## src/lef_pkg.sv

```systemverilog
`timescale 1ns / 1ps

package lef_pkg;

   // Framing bytes of an HCI LE meta event.
   localparam logic [7:0] PKT_EVENT       = 8'h04;
   localparam logic [7:0] EVT_LE_META     = 8'h3e;

   // Subevent and advertising report codes.
   localparam logic [7:0] SUB_CONN_DONE   = 8'h01;
   localparam logic [7:0] SUB_ADV_REPORT  = 8'h02;
   localparam logic [7:0] NUM_REPORTS_ONE = 8'h01;
   localparam logic [7:0] ADV_TYPE_IND    = 8'h00;
   localparam logic [7:0] STATUS_OK       = 8'h00;

   // AD structure types and where the AD data starts.
   localparam logic [7:0] AD_UUID16       = 8'h03;
   localparam logic [7:0] AD_NAME         = 8'h09;
   localparam logic [7:0] AD_FIRST_OFFSET = 8'd11;
   localparam logic [7:0] AD_LEN_UUID_MIN = 8'd3;
   localparam logic [7:0] AD_LEN_NAME_MIN = 8'd5;

   // Offset within an AD item meaning "no item under way".
   localparam logic [3:0] AD_NO_ITEM      = 4'd15;

   // Register reset values.
   localparam logic [15:0] TARGET_UUID_RESET  = 16'hec00;
   localparam logic [31:0] NAME_PREFIX_RESET  = 32'h6f686365;
   localparam logic [7:0]  LENGTH_LIMIT_RESET = 8'd50;

   // Configuration register indexes.
   typedef enum logic [1:0] {
      REG_TARGET_UUID  = 2'd0,
      REG_NAME_PREFIX  = 2'd1,
      REG_LENGTH_LIMIT = 2'd2
   } reg_index_type;

   // Kinds of result.
   typedef enum logic [1:0] {
      KIND_OTHER  = 2'd0,
      KIND_REPORT = 2'd1,
      KIND_LINK   = 2'd2
   } kind_type;

   typedef struct packed {
      logic [15:0] target_uuid;
      logic [31:0] name_prefix;
      logic [7:0]  length_limit;
   } cfg_type;

   typedef struct packed {
      logic [1:0]  event_kind;
      logic        uuid_found;
      logic        name_found;
      logic [47:0] peer_address;
      logic        link_up;
      logic [15:0] link_handle;
      logic [31:0] events_received;
   } result_type;

endpackage

```

## src/lef_csr.sv

```systemverilog
`timescale 1ns / 1ps

module lef_csr (
   input  logic             clock,
   input  logic             reset,
   input  logic             csr_valid,
   output logic             csr_ready,
   input  logic [1:0]       csr_index,
   input  logic [31:0]      csr_wdata,
   output lef_pkg::cfg_type cfg
);
   import lef_pkg::*;

   cfg_type cfg_ff;
   cfg_type cfg_in;

   assign csr_ready = 1'b1;
   assign cfg       = cfg_ff;

   // Register decode; writes to an unused index are dropped.
   always_comb begin
      cfg_in = cfg_ff;
      if (csr_valid) begin
         unique case (csr_index)
            REG_TARGET_UUID:  cfg_in.target_uuid  = csr_wdata[15:0];
            REG_NAME_PREFIX:  cfg_in.name_prefix  = csr_wdata;
            REG_LENGTH_LIMIT: cfg_in.length_limit = csr_wdata[7:0];
            default: begin
               cfg_in = cfg_ff;
            end
         endcase
      end
   end

   always_ff @(posedge clock) begin
      if (reset) begin
         cfg_ff.target_uuid  <= TARGET_UUID_RESET;
         cfg_ff.name_prefix  <= NAME_PREFIX_RESET;
         cfg_ff.length_limit <= LENGTH_LIMIT_RESET;
      end else begin
         cfg_ff <= cfg_in;
      end
   end

endmodule

```

## src/lef_parser.sv

```systemverilog
`timescale 1ns / 1ps

module lef_parser (
   input  logic                clock,
   input  logic                reset,
   input  lef_pkg::cfg_type    cfg,
   input  logic                step,
   input  logic [7:0]          rx_byte,
   output logic                emit,
   output lef_pkg::result_type result
);
   import lef_pkg::*;

   typedef enum logic [3:0] {
      WAIT_IND  = 4'b0001,
      WAIT_CODE = 4'b0010,
      WAIT_LEN  = 4'b0100,
      PARAMS    = 4'b1000
   } state_type;

   state_type   state_ff, state_in;
   logic [31:0] count_ff, count_in;
   logic [1:0]  found_ff, found_in;
   logic [47:0] addr_ff, addr_in;
   logic        link_ff, link_in;
   logic [15:0] handle_ff, handle_in;

   logic [7:0]  len_ff, len_in;
   logic [7:0]  idx_ff, idx_in;
   logic [31:0] held_ff, held_in;
   logic [7:0]  ad_next_ff, ad_next_in;
   logic [7:0]  ad_len_ff, ad_len_in;
   logic [7:0]  ad_type_ff, ad_type_in;
   logic [3:0]  progress_ff, progress_in;
   logic        fits_ff, fits_in;
   logic [31:0] ad_value_ff, ad_value_in;
   logic [1:0]  pflags_ff, pflags_in;
   logic [47:0] paddr_ff, paddr_in;

   logic        finish;
   logic [1:0]  kind;
   logic [8:0]  nxt_start;
   logic [3:0]  r;

   // Frame walk: header bytes, then parameter bytes and the AD structures.
   always_comb begin
      state_in    = state_ff;
      count_in    = count_ff;
      found_in    = found_ff;
      addr_in     = addr_ff;
      link_in     = link_ff;
      handle_in   = handle_ff;
      len_in      = len_ff;
      idx_in      = idx_ff;
      held_in     = held_ff;
      ad_next_in  = ad_next_ff;
      ad_len_in   = ad_len_ff;
      ad_type_in  = ad_type_ff;
      progress_in = progress_ff;
      fits_in     = fits_ff;
      ad_value_in = ad_value_ff;
      pflags_in   = pflags_ff;
      paddr_in    = paddr_ff;
      finish      = 1'b0;
      kind        = KIND_OTHER;
      nxt_start   = {1'b0, idx_ff} + 9'd1 + {1'b0, rx_byte};
      r           = progress_ff + 4'd1;

      unique case (state_ff)
         WAIT_IND: begin
            state_in = (rx_byte == PKT_EVENT) ? WAIT_CODE : WAIT_IND;
         end
         WAIT_CODE: begin
            state_in = (rx_byte == EVT_LE_META) ? WAIT_LEN : WAIT_IND;
         end
         WAIT_LEN: begin
            if (rx_byte > cfg.length_limit) begin
               state_in = WAIT_IND;
            end else begin
               len_in      = rx_byte;
               idx_in      = 8'd0;
               held_in     = 32'd0;
               ad_next_in  = AD_FIRST_OFFSET;
               ad_len_in   = 8'd0;
               ad_type_in  = 8'd0;
               progress_in = AD_NO_ITEM;
               fits_in     = 1'b0;
               ad_value_in = 32'd0;
               pflags_in   = 2'd0;
               paddr_in    = 48'd0;
               state_in    = PARAMS;
               // An empty frame is complete as soon as its length arrives.
               finish      = (rx_byte == 8'd0);
            end
         end
         PARAMS: begin
            // First four parameter bytes are kept for decoding.
            case (idx_ff)
               8'd0:    held_in[7:0]   = rx_byte;
               8'd1:    held_in[15:8]  = rx_byte;
               8'd2:    held_in[23:16] = rx_byte;
               8'd3:    held_in[31:24] = rx_byte;
               default: held_in        = held_ff;
            endcase
            // Device address, stored byte reversed.
            case (idx_ff)
               8'd4:    paddr_in[47:40] = rx_byte;
               8'd5:    paddr_in[39:32] = rx_byte;
               8'd6:    paddr_in[31:24] = rx_byte;
               8'd7:    paddr_in[23:16] = rx_byte;
               8'd8:    paddr_in[15:8]  = rx_byte;
               8'd9:    paddr_in[7:0]   = rx_byte;
               default: paddr_in        = paddr_ff;
            endcase
            // AD structures: length byte opens an item, then type and data.
            if (idx_ff >= AD_FIRST_OFFSET) begin
               if (idx_ff == ad_next_ff) begin
                  ad_len_in   = rx_byte;
                  ad_next_in  = nxt_start[8] ? 8'hff : nxt_start[7:0];
                  fits_in     = ({1'b0, idx_ff} + {1'b0, rx_byte})
                                <= ({1'b0, len_ff} - 9'd1);
                  progress_in = 4'd0;
                  ad_type_in  = 8'd0;
                  ad_value_in = 32'd0;
               end else if (progress_ff != AD_NO_ITEM) begin
                  progress_in = r;
                  if (r == 4'd1) begin
                     ad_type_in = rx_byte;
                  end else begin
                     case (r)
                        4'd2:    ad_value_in[7:0]   = rx_byte;
                        4'd3:    ad_value_in[15:8]  = rx_byte;
                        4'd4:    ad_value_in[23:16] = rx_byte;
                        4'd5:    ad_value_in[31:24] = rx_byte;
                        default: ad_value_in        = ad_value_ff;
                     endcase
                     if (fits_ff) begin
                        if (r == 4'd3 && ad_type_ff == AD_UUID16 &&
                            ad_len_ff >= AD_LEN_UUID_MIN &&
                            ad_value_in[15:0] == cfg.target_uuid) begin
                           pflags_in[0] = 1'b1;
                        end
                        if (r == 4'd5 && ad_type_ff == AD_NAME &&
                            ad_len_ff >= AD_LEN_NAME_MIN &&
                            ad_value_in == cfg.name_prefix) begin
                           pflags_in[1] = 1'b1;
                        end
                     end
                  end
               end
            end
            if (({1'b0, idx_ff} + 9'd1) >= {1'b0, len_ff}) begin
               finish = 1'b1;
            end else begin
               idx_in = idx_ff + 8'd1;
            end
         end
         default: begin
            state_in = WAIT_IND;
         end
      endcase

      // Frame completion: count it and decode the subevent.
      if (finish) begin
         state_in = WAIT_IND;
         count_in = count_ff + 32'd1;
         if (len_in >= 8'd2) begin
            if (held_in[7:0] == SUB_ADV_REPORT && held_in[15:8] == NUM_REPORTS_ONE &&
                held_in[23:16] == ADV_TYPE_IND) begin
               found_in = pflags_in;
               addr_in  = paddr_in;
               kind     = KIND_REPORT;
            end else if (held_in[7:0] == SUB_CONN_DONE && !link_ff) begin
               link_in   = (held_in[15:8] == STATUS_OK);
               handle_in = held_in[31:16];
               kind      = KIND_LINK;
            end
         end
      end
   end

   assign emit                   = finish;
   assign result.event_kind      = kind;
   assign result.uuid_found      = found_in[0];
   assign result.name_found      = found_in[1];
   assign result.peer_address    = addr_in;
   assign result.link_up         = link_in;
   assign result.link_handle     = handle_in;
   assign result.events_received = count_in;

   // Control and visible state.
   always_ff @(posedge clock) begin
      if (reset) begin
         state_ff  <= WAIT_IND;
         count_ff  <= 32'd0;
         found_ff  <= 2'd0;
         addr_ff   <= 48'd0;
         link_ff   <= 1'b0;
         handle_ff <= 16'd0;
      end else if (step) begin
         state_ff  <= state_in;
         count_ff  <= count_in;
         found_ff  <= found_in;
         addr_ff   <= addr_in;
         link_ff   <= link_in;
         handle_ff <= handle_in;
      end
   end

   // Per-frame working registers, all loaded when the length arrives.
   always_ff @(posedge clock) begin
      if (step) begin
         len_ff      <= len_in;
         idx_ff      <= idx_in;
         held_ff     <= held_in;
         ad_next_ff  <= ad_next_in;
         ad_len_ff   <= ad_len_in;
         ad_type_ff  <= ad_type_in;
         progress_ff <= progress_in;
         fits_ff     <= fits_in;
         ad_value_ff <= ad_value_in;
         pflags_ff   <= pflags_in;
         paddr_ff    <= paddr_in;
      end
   end

endmodule

```

## src/lef_rsp_reg.sv

```systemverilog
`timescale 1ns / 1ps

module lef_rsp_reg (
   input  logic                clock,
   input  logic                reset,
   input  logic                load,
   input  lef_pkg::result_type load_data,
   output logic                free,
   output logic                rsp_valid,
   input  logic                rsp_stall,
   output lef_pkg::result_type rsp_data
);
   import lef_pkg::*;

   logic       valid_ff, valid_in;
   result_type data_ff;

   // The register can take a new item when empty or being emptied.
   assign free      = !valid_ff || !rsp_stall;
   assign valid_in  = load || (valid_ff && rsp_stall);
   assign rsp_valid = valid_ff;
   assign rsp_data  = data_ff;

   always_ff @(posedge clock) begin
      if (reset) begin
         valid_ff <= 1'b0;
      end else begin
         valid_ff <= valid_in;
      end
   end

   always_ff @(posedge clock) begin
      if (load) begin
         data_ff <= load_data;
      end
   end

endmodule

```

## src/le_event_deframer_and_filter.sv

```systemverilog
`timescale 1ns / 1ps

// LE meta event deframer and filter. Takes one received link byte per clock
// and returns one result for every complete LE meta event frame (0x04, 0x3e,
// length), carrying the frame count, the scan match flags and address of the
// last advertising report, and the link state and handle. Each byte goes
// through an input register and is decoded combinationally into the result
// register, so a byte can be accepted on every cycle; the result of a frame's
// last byte is loaded into the result register as that byte leaves the input
// register. A byte that completes a frame waits in the input register while
// the previous result is still held on rsp_stall; other bytes keep flowing.
// Configuration registers are written via the csr_ port, which is always ready.
module le_event_deframer_and_filter (
   input  logic        clock,
   input  logic        reset,

   input  logic        req_valid,
   output logic        req_stall,
   input  logic [7:0]  req_rx_byte,

   output logic        rsp_valid,
   input  logic        rsp_stall,
   output logic [1:0]  rsp_event_kind,
   output logic        rsp_uuid_found,
   output logic        rsp_name_found,
   output logic [47:0] rsp_peer_address,
   output logic        rsp_link_up,
   output logic [15:0] rsp_link_handle,
   output logic [31:0] rsp_events_received,

   input  logic        csr_valid,
   output logic        csr_ready,
   input  logic [1:0]  csr_index,
   input  logic [31:0] csr_wdata
);
   import lef_pkg::*;

   cfg_type    cfg;
   result_type result;
   result_type rsp_data;

   logic       in_valid_ff, in_valid_in;
   logic [7:0] in_byte_ff;
   logic       emit;
   logic       out_free;
   logic       advance;
   logic       accept;

   lef_csr u_csr (
      .clock     (clock),
      .reset     (reset),
      .csr_valid (csr_valid),
      .csr_ready (csr_ready),
      .csr_index (csr_index),
      .csr_wdata (csr_wdata),
      .cfg       (cfg)
   );

   // Input register: the held item moves on unless its result cannot be placed.
   assign advance     = in_valid_ff && (!emit || out_free);
   assign req_stall   = in_valid_ff && !advance;
   assign accept      = req_valid && !req_stall;
   assign in_valid_in = accept || (in_valid_ff && !advance);

   always_ff @(posedge clock) begin
      if (reset) begin
         in_valid_ff <= 1'b0;
      end else begin
         in_valid_ff <= in_valid_in;
      end
   end

   always_ff @(posedge clock) begin
      if (accept) begin
         in_byte_ff <= req_rx_byte;
      end
   end

   lef_parser u_parser (
      .clock   (clock),
      .reset   (reset),
      .cfg     (cfg),
      .step    (advance),
      .rx_byte (in_byte_ff),
      .emit    (emit),
      .result  (result)
   );

   lef_rsp_reg u_rsp_reg (
      .clock     (clock),
      .reset     (reset),
      .load      (advance && emit),
      .load_data (result),
      .free      (out_free),
      .rsp_valid (rsp_valid),
      .rsp_stall (rsp_stall),
      .rsp_data  (rsp_data)
   );

   assign rsp_event_kind      = rsp_data.event_kind;
   assign rsp_uuid_found      = rsp_data.uuid_found;
   assign rsp_name_found      = rsp_data.name_found;
   assign rsp_peer_address    = rsp_data.peer_address;
   assign rsp_link_up         = rsp_data.link_up;
   assign rsp_link_handle     = rsp_data.link_handle;
   assign rsp_events_received = rsp_data.events_received;

`ifndef SYNTHESIS
   // A completed frame always shows up in the result register.
   a_result_loaded: assert property (@(posedge clock) disable iff (reset)
      advance && emit |=> rsp_valid)
      else $error("completed frame did not reach the result register");

   // A byte held back in the input register is neither lost nor altered.
   a_input_held: assert property (@(posedge clock) disable iff (reset)
      in_valid_ff && !advance |=> in_valid_ff && $stable(in_byte_ff))
      else $error("held input item was lost or changed");

   // Consecutive results count frames one by one.
   a_count_step: assert property (@(posedge clock) disable iff (reset)
      advance && emit && rsp_valid |=>
         rsp_events_received == $past(rsp_events_received) + 32'd1)
      else $error("frame count did not advance by one");

   // Once the link is up, it stays up.
   a_link_sticky: assert property (@(posedge clock) disable iff (reset)
      advance && emit && rsp_valid && rsp_link_up |=> rsp_link_up)
      else $error("link_up cleared after being set");
`endif

endmodule

```

## config.mk

```make
export PLATFORM = sky130hd
export DESIGN_NAME = le_event_deframer_and_filter
export DESIGN_NICKNAME = d
export VERILOG_FILES = /design/src/lef_pkg.sv /design/src/lef_csr.sv /design/src/lef_parser.sv /design/src/lef_rsp_reg.sv /design/src/le_event_deframer_and_filter.sv
export SDC_FILE = /design/constraint.sdc
export NUM_CORES = 1
export LEC_CHECK = 0
export BUFFER_PORTS_ARGS = -buffer_cell sky130_fd_sc_hd__buf_2
export CORE_MARGIN = 2
export CORE_UTILIZATION = 55
export CTS_BUF_LIST = sky130_fd_sc_hd__clkbuf_4
export DETAILED_ROUTE_END_ITERATION = 10
export PLACE_DENSITY = 0.85
export SETUP_SLACK_MARGIN = 0.3
export SYNTH_ARGS = -nofsm -noshare
export SYNTH_HDL_FRONTEND = slang
export SYNTH_SLANG_ARGS = --single-unit
```

## constraint.sdc

```tcl
create_clock -name clock -period 10.47 [get_ports clock]
set_clock_uncertainty 0.1 [all_clocks]
set_input_delay 0.5235 -clock clock [delete_from_list [all_inputs] [get_ports clock]]
set_output_delay 0.5235 -clock clock [all_outputs]
set_load 0.005 [all_outputs]
```

# Word level (Yosys, flattened, before mapping)
# Index checks and enable logic that the tools add are counted.
[totals]
word_cells = 232
out_inout_bits = 104
regBits = 429
[op_classes]
eq_ne = 39
magnitude_cmp = 7
muxes = 105
n_reduce_logical = 41
addsub = 7
bitwise = 2
[ops]
columns = ["cell", "count"]
rows = [
  ["8-bit two-way mux", 48],
  ["32-bit two-way mux", 7],
  ["48-bit two-way mux", 4],
  ["32-bit case mux with 2 select lines", 2],
  ["48-bit case mux with 2 select lines", 1],
  ["16-bit two-way mux", 4],
  ["8-bit case mux with 2 select lines", 4],
  ["8-bit by 3-bit equality test with 1-bit output (second input constant)", 5],
  ["32-bit by 1-bit adder with 32-bit output (second input constant)", 1],
  ["32-bit equality test", 1],
  ["8-bit by 2-bit equality test with 1-bit output (second input constant)", 4],
  ["8-bit logical NOT", 4],
  ["8-bit by 1-bit equality test with 1-bit output (second input constant)", 3],
  ["8-bit by 4-bit equality test with 1-bit output (second input constant)", 3],
  ["4-bit two-way mux", 6],
  ["2-bit two-way mux", 11],
  ["16-bit equality test", 1],
  ["8-bit by 2-bit greater-or-equal comparator with 1-bit output (second input constant)", 2],
  ["4-bit case mux with 4 select lines", 1],
  ["1-bit logical AND", 14],
  ["4-bit by 2-bit equality test with 1-bit output (second input constant)", 3],
  ["4-bit by 3-bit equality test with 1-bit output (second input constant)", 3],
  ["1-bit two-way mux", 12],
  ["6-bit AND reduction", 2],
  ["35 further kinds", 55],
]

# Depth between registers and ports, before layout
[depth]
ltp_word = 20
depth_mapped = 18

# Cells and area by module
# From an unflattened synthesis, not the netlist that was laid out.
[unflattened]
hier_cells = 1867
area_unflattened_um2 = 20571.0
[by_module_without_submodules]
columns = ["module", "area_per_inst_um2", "n_inst", "seq_area_each_um2", "cells_per_inst"]
rows = [
  ["lef_parser", 14853.0, 1, 6686.4, 1511],
  ["lef_rsp_reg", 3065.4, 1, 3052.9, 105],
  ["lef_csr", 2334.7, 1, 1121.1, 234],
  ["le_event_deframer_and_filter", 317.8, 1, 260.2, 17],
]

# Worst setup path after synthesis
# No wires, ideal clock.
[synth_path]
path_type = "flip-flop to flip-flop"
from = "reg u_parser.idx_ff[1]"
to = "reg u_parser.ad_value_ff[0] (enable)"
t_required_ns = 9.932
setup_slack_ns = 2.986
path_stages_with_launch = 19
arrival_ns = 6.946
n_path_buf = 4
cell_sequence = "edfxtp_1 -> ha_1 -> nand3_1 -> nor2_1 -> xor2_1 -> ha_1 -> a21oi_1 -> o21ai_0 -> a21oi_1 -> o21a_1 -> clkbuf_1 -> a21o_1 -> clkbuf_1 -> nand2_1 -> clkbuf_1 -> clkbuf_1 -> inv_1 -> nand3_1 -> a31oi_1"
[synth_between]
elab_chain_cells = 8
word_cells_on_any_way = 13
classes_between = "add/sub: 1; order compare: 2; eq/ne: 4; mux: 2; reduce/logical: 4"
[synth_rtl]
columns = ["item", "line_no", "text"]
rows = [
  ["start, declared", "lef_parser.sv:29", "logic [7:0] idx_ff, idx_in;"],
  ["start signal, assigned", "lef_parser.sv:214", "idx_ff <= idx_in;"],
  ["8-bit by 1-bit adder with 9-bit output", "lef_parser.sv:152", "if (({1'b0, idx_ff} + 9'd1) >= {1'b0, len_ff}) begin"],
  ["9-bit by 8-bit greater-or-equal comparator with 1-bit output", "lef_parser.sv:152", ""],
  ["1-bit two-way mux", "lef_parser.sv:152", ""],
  ["1-bit case mux with 2 select lines", "lef_parser.sv:69", "unique case (state_ff)"],
  ["1-bit logical NOT", "le_event_deframer_and_filter.sv:60", "assign advance = in_valid_ff && (!emit || out_free);"],
  ["1-bit logical OR", "le_event_deframer_and_filter.sv:60", ""],
  ["1-bit logical AND", "le_event_deframer_and_filter.sv:60", ""],
  ["net advance", "le_event_deframer_and_filter.sv:46", "logic advance;"],
  ["6-bit AND reduction (no line)", "--", ""],
  ["end signal, assigned", "lef_parser.sv:221", "ad_value_ff <= ad_value_in;"],
  ["end, declared", "lef_parser.sv:36", "logic [31:0] ad_value_ff, ad_value_in;"],
]
# The timed path passes the listed nets, and every way through them passes these cells.
# A chain may end at the register's enable or synchronous reset.

# Final worst setup path
[layout_path]
from = "reg u_parser.idx_ff[0]"
to = "reg u_parser.idx_ff[1] (enable)"
[layout_between]
elab_chain_cells = 8
word_cells_on_any_way = 9
classes_between = "add/sub: 1; order compare: 1; eq/ne: 1; mux: 2; reduce/logical: 4"
[layout_rtl]
columns = ["item", "line_no"]
rows = [
  ["8-bit by 1-bit adder with 9-bit output", "lef_parser.sv:152"],
  ["9-bit by 8-bit greater-or-equal comparator with 1-bit output", "lef_parser.sv:152"],
  ["1-bit two-way mux", "lef_parser.sv:152"],
  ["1-bit case mux with 2 select lines", "lef_parser.sv:69"],
  ["1-bit logical NOT", "le_event_deframer_and_filter.sv:60"],
  ["1-bit logical OR", "le_event_deframer_and_filter.sv:60"],
  ["1-bit logical AND", "le_event_deframer_and_filter.sv:60"],
  ["net advance", "le_event_deframer_and_filter.sv:46"],
  ["4-bit AND reduction (no line)", "--"],
]
# The timed path passes the listed nets, and every way through them passes these cells.

==> metrics list <==
- Result of the run: finished clean
- For the worst setup path, the data arrival time is 5.81 ns.
* Initial Util: 55.75%
- Yosys warning total: 0
* Quantity of gates resized following cts: 0
- Nets: 2229
- First-pass GRT wire length: 84.82 mm
* Number of synthesized flops with an enable pin: 267
* Number of placed instances, taps included: 2489
* Wire length after detailed routing: 54.34 mm
- Critical Path Start Type: register
- The max-slew violation count came to 0.
- Fraction of post-synthesis cell area in the top cell type by area: 38.18%
- After routing, the total negative slack on setup checks comes to 0 ns.
- Worst-path clk slew: 0.06 ns
- Initial antenna violation count: 2
- Final weighted congestion in routability-driven placement: 0.9140
* Total power density per cell area: 142.1 nW/µm²
- RSZ-0062 raised after global routing: false
- For the worst setup path, the data required time is 10.82 ns.
- After synthesis, the netlist uses 84 different library cells.
- Synth Instances: 1949
- Once the clock tree was built, the setup fixing pass inserted 0 buffers.
- Proportion of register bits with asynchronous set or reset after synthesis: 0%
* Initial drt markers: 1578
- The initialized floorplan defines 71 standard-cell rows.
- LEAKAGE: 9.355 nW
- H-tree depth reported by CTS: 3
* Worst VDD drop: 0.09727 mV
- In this run the critical register-to-register path is launched from u_parser.idx_ff[0]$_SDFFCE_PN0P_.
* Cts-stage hold buffer count: 42
- Worst Hold Margin: 0.09157 ns
* Drc violations: 0
* Number of failing setup endpoints in the final timing report: 0
* Origin of the worst min-delay path: csr_index[1]
* Clk buf depth: 3
- The pre-antenna-repair detailed-routing pass consisted of 7 iterations.
* Number of global-route vias before repair: 16330
- Area used by sequential logic in the layout: 11240 µm²
- The worst pin sits at a relative slew slack of 15.93%.
* Cell type with the largest total area after synthesis: sky130_fd_sc_hd__edfxtp_1
* DP Wirelength: 33.55 mm
- Die area: 39760 µm²
- When the netlist entered floorplanning its net count stood at 2050.
- Once layout is complete, the cells apart from fillers number 2736.
- The worst hold path was traced through 4 stages.
- Hold Path End: u_csr.cfg[43]$_SDFFE_PP0P_
- Overall die height: 199.4 µm
- Number of buffers added by the clock tree synthesis step: 106
- Worst setup path startpoint: u_parser.idx_ff[0]$_SDFFCE_PN0P_
- Relative to the synthesized area, the layout overhead comes to 13.44%.
- Clock sink count: 428
- For this run, the leading register cell type out of synthesis is sky130_fd_sc_hd__edfxtp_1.
* Portion of the post-synthesis area used by sequential elements: 53.53%
- Measured in cells, the most critical reg-to-reg path has a length of 14.
* Synthesized flop and latch total: 428
* Hold violation total from the final report: 0
- Type of destination of the critical path: register
- The worst register-to-register path ends at u_parser.idx_ff[1]$_SDFFCE_PN0P_.
* Mean instance size in the synthesized netlist: 10.77 µm²
- In this run the count of I/O pins placed on the die edge is 151.
- Sorting the synthesized cells by area gives the leading types as sky130_fd_sc_hd__edfxtp_1 38%, sky130_fd_sc_hd__dfxtp_1 15%, sky130_fd_sc_hd__nand2_1 3.6%, sky130_fd_sc_hd__a21oi_1 3.3%, sky130_fd_sc_hd__ha_1 3.1%.
- Global-route total usage across every layer: 27.05%
- Util after Layout: 63.24%
- In the final layout, the multi-input gates occupy 9031 µm².
- Largest net degree at the start of global routing: 79
- Critical path fanouts, max: 78
- The worst hold path belongs to the class in2reg.
* Number of fill cells in the layout: 2826
- Of the available clock period, the critical path in the final layout requires 52.16%.
* Netlist Area Pre-Place: 21000 µm²
* Routed vias/inst: 6.168
* Slew of the pin with the lowest slew margin: 1.257 ns
- In the final layout, the share of cells above drive strength 1 is 17.52%.
* Via count: 16880
* R2r setup slk: 5.01 ns
- The tool flagged a number of max-cap violations equal to 0.
- TritonCTS built the clock tree.
- Achievable frequency: 183.1 MHz
- After detailed routing, the average wire length per cell comes to 19.86 µm.
- For the worst-skew pair, the clock arrives at the later sink with an insertion delay of 0.86 ns.
- Final min period: 5.462 ns
- Total grt overflow: 0
- Overall power consumption after layout is estimated at 0.003385 W.
- Die span in x: 199.4 µm
* Critical path class: reg2reg
- Root buffer cell: sky130_fd_sc_hd__clkbuf_4
- Antenna Violating Nets Remaining: 0
* Core outline area: 37670 µm²
* Total of buffers placed on input and output ports: 149
==> power breakdown <==
group,leakage [nW],total (W),internal (W),switching (W)
Sequential,3.88,0.00182,0.00180,0.0000151
Combinational,4.70,0.000199,0.0000698,0.000129
Clock,0.783,0.00137,0.000663,0.000706
==> routing by layer <==
layer	GRT usage (%)	part of all wire, %	vias to the layer above
li1	-	-	7689
met1	34.54	40	8113
met2	44.39	48	911
met3	5.620	8.9	163
met4	12.37	3.4	0
met5	0	0	-
==> worst max-delay path, stage by stage, from the launching register on <==
cell and delay (ns):
sky130_fd_sc_hd__edfxtp_1 0.52, sky130_fd_sc_hd__ha_1 0.37, sky130_fd_sc_hd__nand3_1 0.20, sky130_fd_sc_hd__nor2_1 0.17
sky130_fd_sc_hd__xor2_1 0.27, sky130_fd_sc_hd__ha_1 0.30, sky130_fd_sc_hd__a21oi_1 0.14, sky130_fd_sc_hd__o21ai_0 0.09
sky130_fd_sc_hd__a21oi_1 0.12, sky130_fd_sc_hd__o21a_1 0.39, sky130_fd_sc_hd__a21o_1 0.60, sky130_fd_sc_hd__nand2_1 0.18
sky130_fd_sc_hd__clkinv_2 0.28, sky130_fd_sc_hd__buf_4 0.81, sky130_fd_sc_hd__and3_1 0.51
==> layout make-up <==
| type | instances | area share [%] |
|---|---|---|
| tap | 511 | 2.684 |
| clock buffer | 141 | 4.444 |
| sequential | 428 | 47.19 |
| clock inverter | 59 | 1.177 |
| antenna | 5 | 0.05252 |
| timing repair buffer | 219 | 5.788 |
| multi-input combinational | 1326 | 37.91 |
| inverter | 47 | 0.7563 |
==> synthesized netlist by cell type, types with 5 or more instances <==
cell type	instances
sky130_fd_sc_hd__ha_1	52
sky130_fd_sc_hd__mux2i_1	25
sky130_fd_sc_hd__a21o_1	6
sky130_fd_sc_hd__nor3_1	16
sky130_fd_sc_hd__clkbuf_1	112
sky130_fd_sc_hd__mux2_2	8
sky130_fd_sc_hd__a211oi_1	9
sky130_fd_sc_hd__nand4_1	83
sky130_fd_sc_hd__buf_2	16
sky130_fd_sc_hd__or4_1	11
sky130_fd_sc_hd__mux2_4	10
sky130_fd_sc_hd__xor2_1	54
sky130_fd_sc_hd__a31o_2	12
sky130_fd_sc_hd__o21a_1	6
sky130_fd_sc_hd__buf_1	16
sky130_fd_sc_hd__dfxtp_1	161
sky130_fd_sc_hd__edfxtp_1	267
sky130_fd_sc_hd__a21oi_1	137
sky130_fd_sc_hd__a22o_1	70
sky130_fd_sc_hd__a32oi_1	17
sky130_fd_sc_hd__and2_1	25
sky130_fd_sc_hd__mux2_1	49
sky130_fd_sc_hd__nor4_1	10
sky130_fd_sc_hd__a31oi_1	5
sky130_fd_sc_hd__and3_1	22
sky130_fd_sc_hd__o311a_1	11
sky130_fd_sc_hd__o21bai_1	8
sky130_fd_sc_hd__and4_1	8
sky130_fd_sc_hd__o31ai_1	59
sky130_fd_sc_hd__nor2_1	118
sky130_fd_sc_hd__xnor2_1	71
sky130_fd_sc_hd__nor3b_1	5
sky130_fd_sc_hd__o21ai_0	41
sky130_fd_sc_hd__nor2b_1	26
sky130_fd_sc_hd__nand3_1	55
sky130_fd_sc_hd__or3_1	11
sky130_fd_sc_hd__nand2_1	203
sky130_fd_sc_hd__inv_1	45
==> metrics by stage <==
step	setup WS, ns	instance area [µm²]
2_1_floorplan	2.986	21000
3_3_place_gp	5.289	22050
3_5_place_dp	5.140	22050
4_1_cts	5.075	23810
5_1_grt	4.572	23820
6_report	5.008	23820
==> layout by cell type (no fill, tap or decap), types with 8 or more instances in the layout <==
| master | count |
|---|---|
| sky130_fd_sc_hd__nand3_1 | 55 |
| sky130_fd_sc_hd__a21oi_1 | 137 |
| sky130_fd_sc_hd__o21bai_1 | 8 |
| sky130_fd_sc_hd__nor2_1 | 118 |
| sky130_fd_sc_hd__ha_1 | 52 |
| sky130_fd_sc_hd__xnor2_1 | 71 |
| sky130_fd_sc_hd__mux2_2 | 8 |
| sky130_fd_sc_hd__a32oi_1 | 17 |
| sky130_fd_sc_hd__nand2_1 | 203 |
| sky130_fd_sc_hd__a22o_1 | 70 |
| sky130_fd_sc_hd__nor4_1 | 10 |
| sky130_fd_sc_hd__mux2_1 | 49 |
| sky130_fd_sc_hd__clkbuf_4 | 141 |
| sky130_fd_sc_hd__or4_1 | 11 |
| sky130_fd_sc_hd__buf_2 | 148 |
| sky130_fd_sc_hd__buf_4 | 29 |
| sky130_fd_sc_hd__o21ai_0 | 40 |
| sky130_fd_sc_hd__nand4_1 | 83 |
| sky130_fd_sc_hd__mux2_4 | 10 |
| sky130_fd_sc_hd__edfxtp_1 | 267 |
| sky130_fd_sc_hd__a31o_2 | 12 |
| sky130_fd_sc_hd__mux2i_1 | 25 |
| sky130_fd_sc_hd__xor2_1 | 54 |
| sky130_fd_sc_hd__o31ai_1 | 59 |
| sky130_fd_sc_hd__inv_1 | 43 |
| sky130_fd_sc_hd__and3_1 | 22 |
| sky130_fd_sc_hd__dfxtp_1 | 161 |
| sky130_fd_sc_hd__nor2b_1 | 26 |
| sky130_fd_sc_hd__and4_1 | 8 |
| sky130_fd_sc_hd__clkinv_1 | 47 |
| sky130_fd_sc_hd__or3_1 | 11 |
| sky130_fd_sc_hd__a211oi_1 | 8 |
| sky130_fd_sc_hd__o311a_1 | 11 |
| sky130_fd_sc_hd__dlygate4sd3_1 | 42 |
| sky130_fd_sc_hd__and2_1 | 25 |
| sky130_fd_sc_hd__nor3_1 | 15 |
==> flip-flops by register name (all words and copies together) (netlist names), 16 cells and up <==
name and cells:
u_parser.addr_ff 48, u_parser.held_ff 32, u_rsp_reg.rsp_data 101, u_parser.handle_ff 16, u_parser.ad_value_ff 31, u_csr.cfg 56, u_parser.count_ff 32, u_parser.paddr_ff 48
==> how the worst max path moves through the flow <==
stage	slack (ns)	cells past startpoint	end
finish	5.01	14	u_parser.idx_ff[1]$_SDFFCE_PN0P_
global route	4.57	14	u_parser.idx_ff[1]$_SDFFCE_PN0P_
CTS	5.08	14	u_parser.idx_ff[1]$_SDFFCE_PN0P_
detailed placement	5.14	14	u_parser.idx_ff[1]$_SDFFCE_PN0P_
global placement	5.29	14	u_parser.idx_ff[0]$_SDFFCE_PN0P_
floorplan	2.99	18	u_parser.ad_value_ff[0]$_SDFFCE_PN0P_
==> logic make-up (layout without fill, tap and decap cells) <==
kind of cell / Yosys count / count (layout) / synth area share [%]
simple gates: 630 / 630 / 15.29
flops: 428 / 428 / 53.53
compound gates: 424 / 424 / 14.01
buf+inv: 195 / 466 / 3.688
xor+xnor: 125 / 125 / 5.213
mux: 92 / 92 / 4.963
fa+ha+maj: 54 / 54 / 3.289
other cells: 1 / 6 / 0.01786
(Power assumes the default switching activity.)
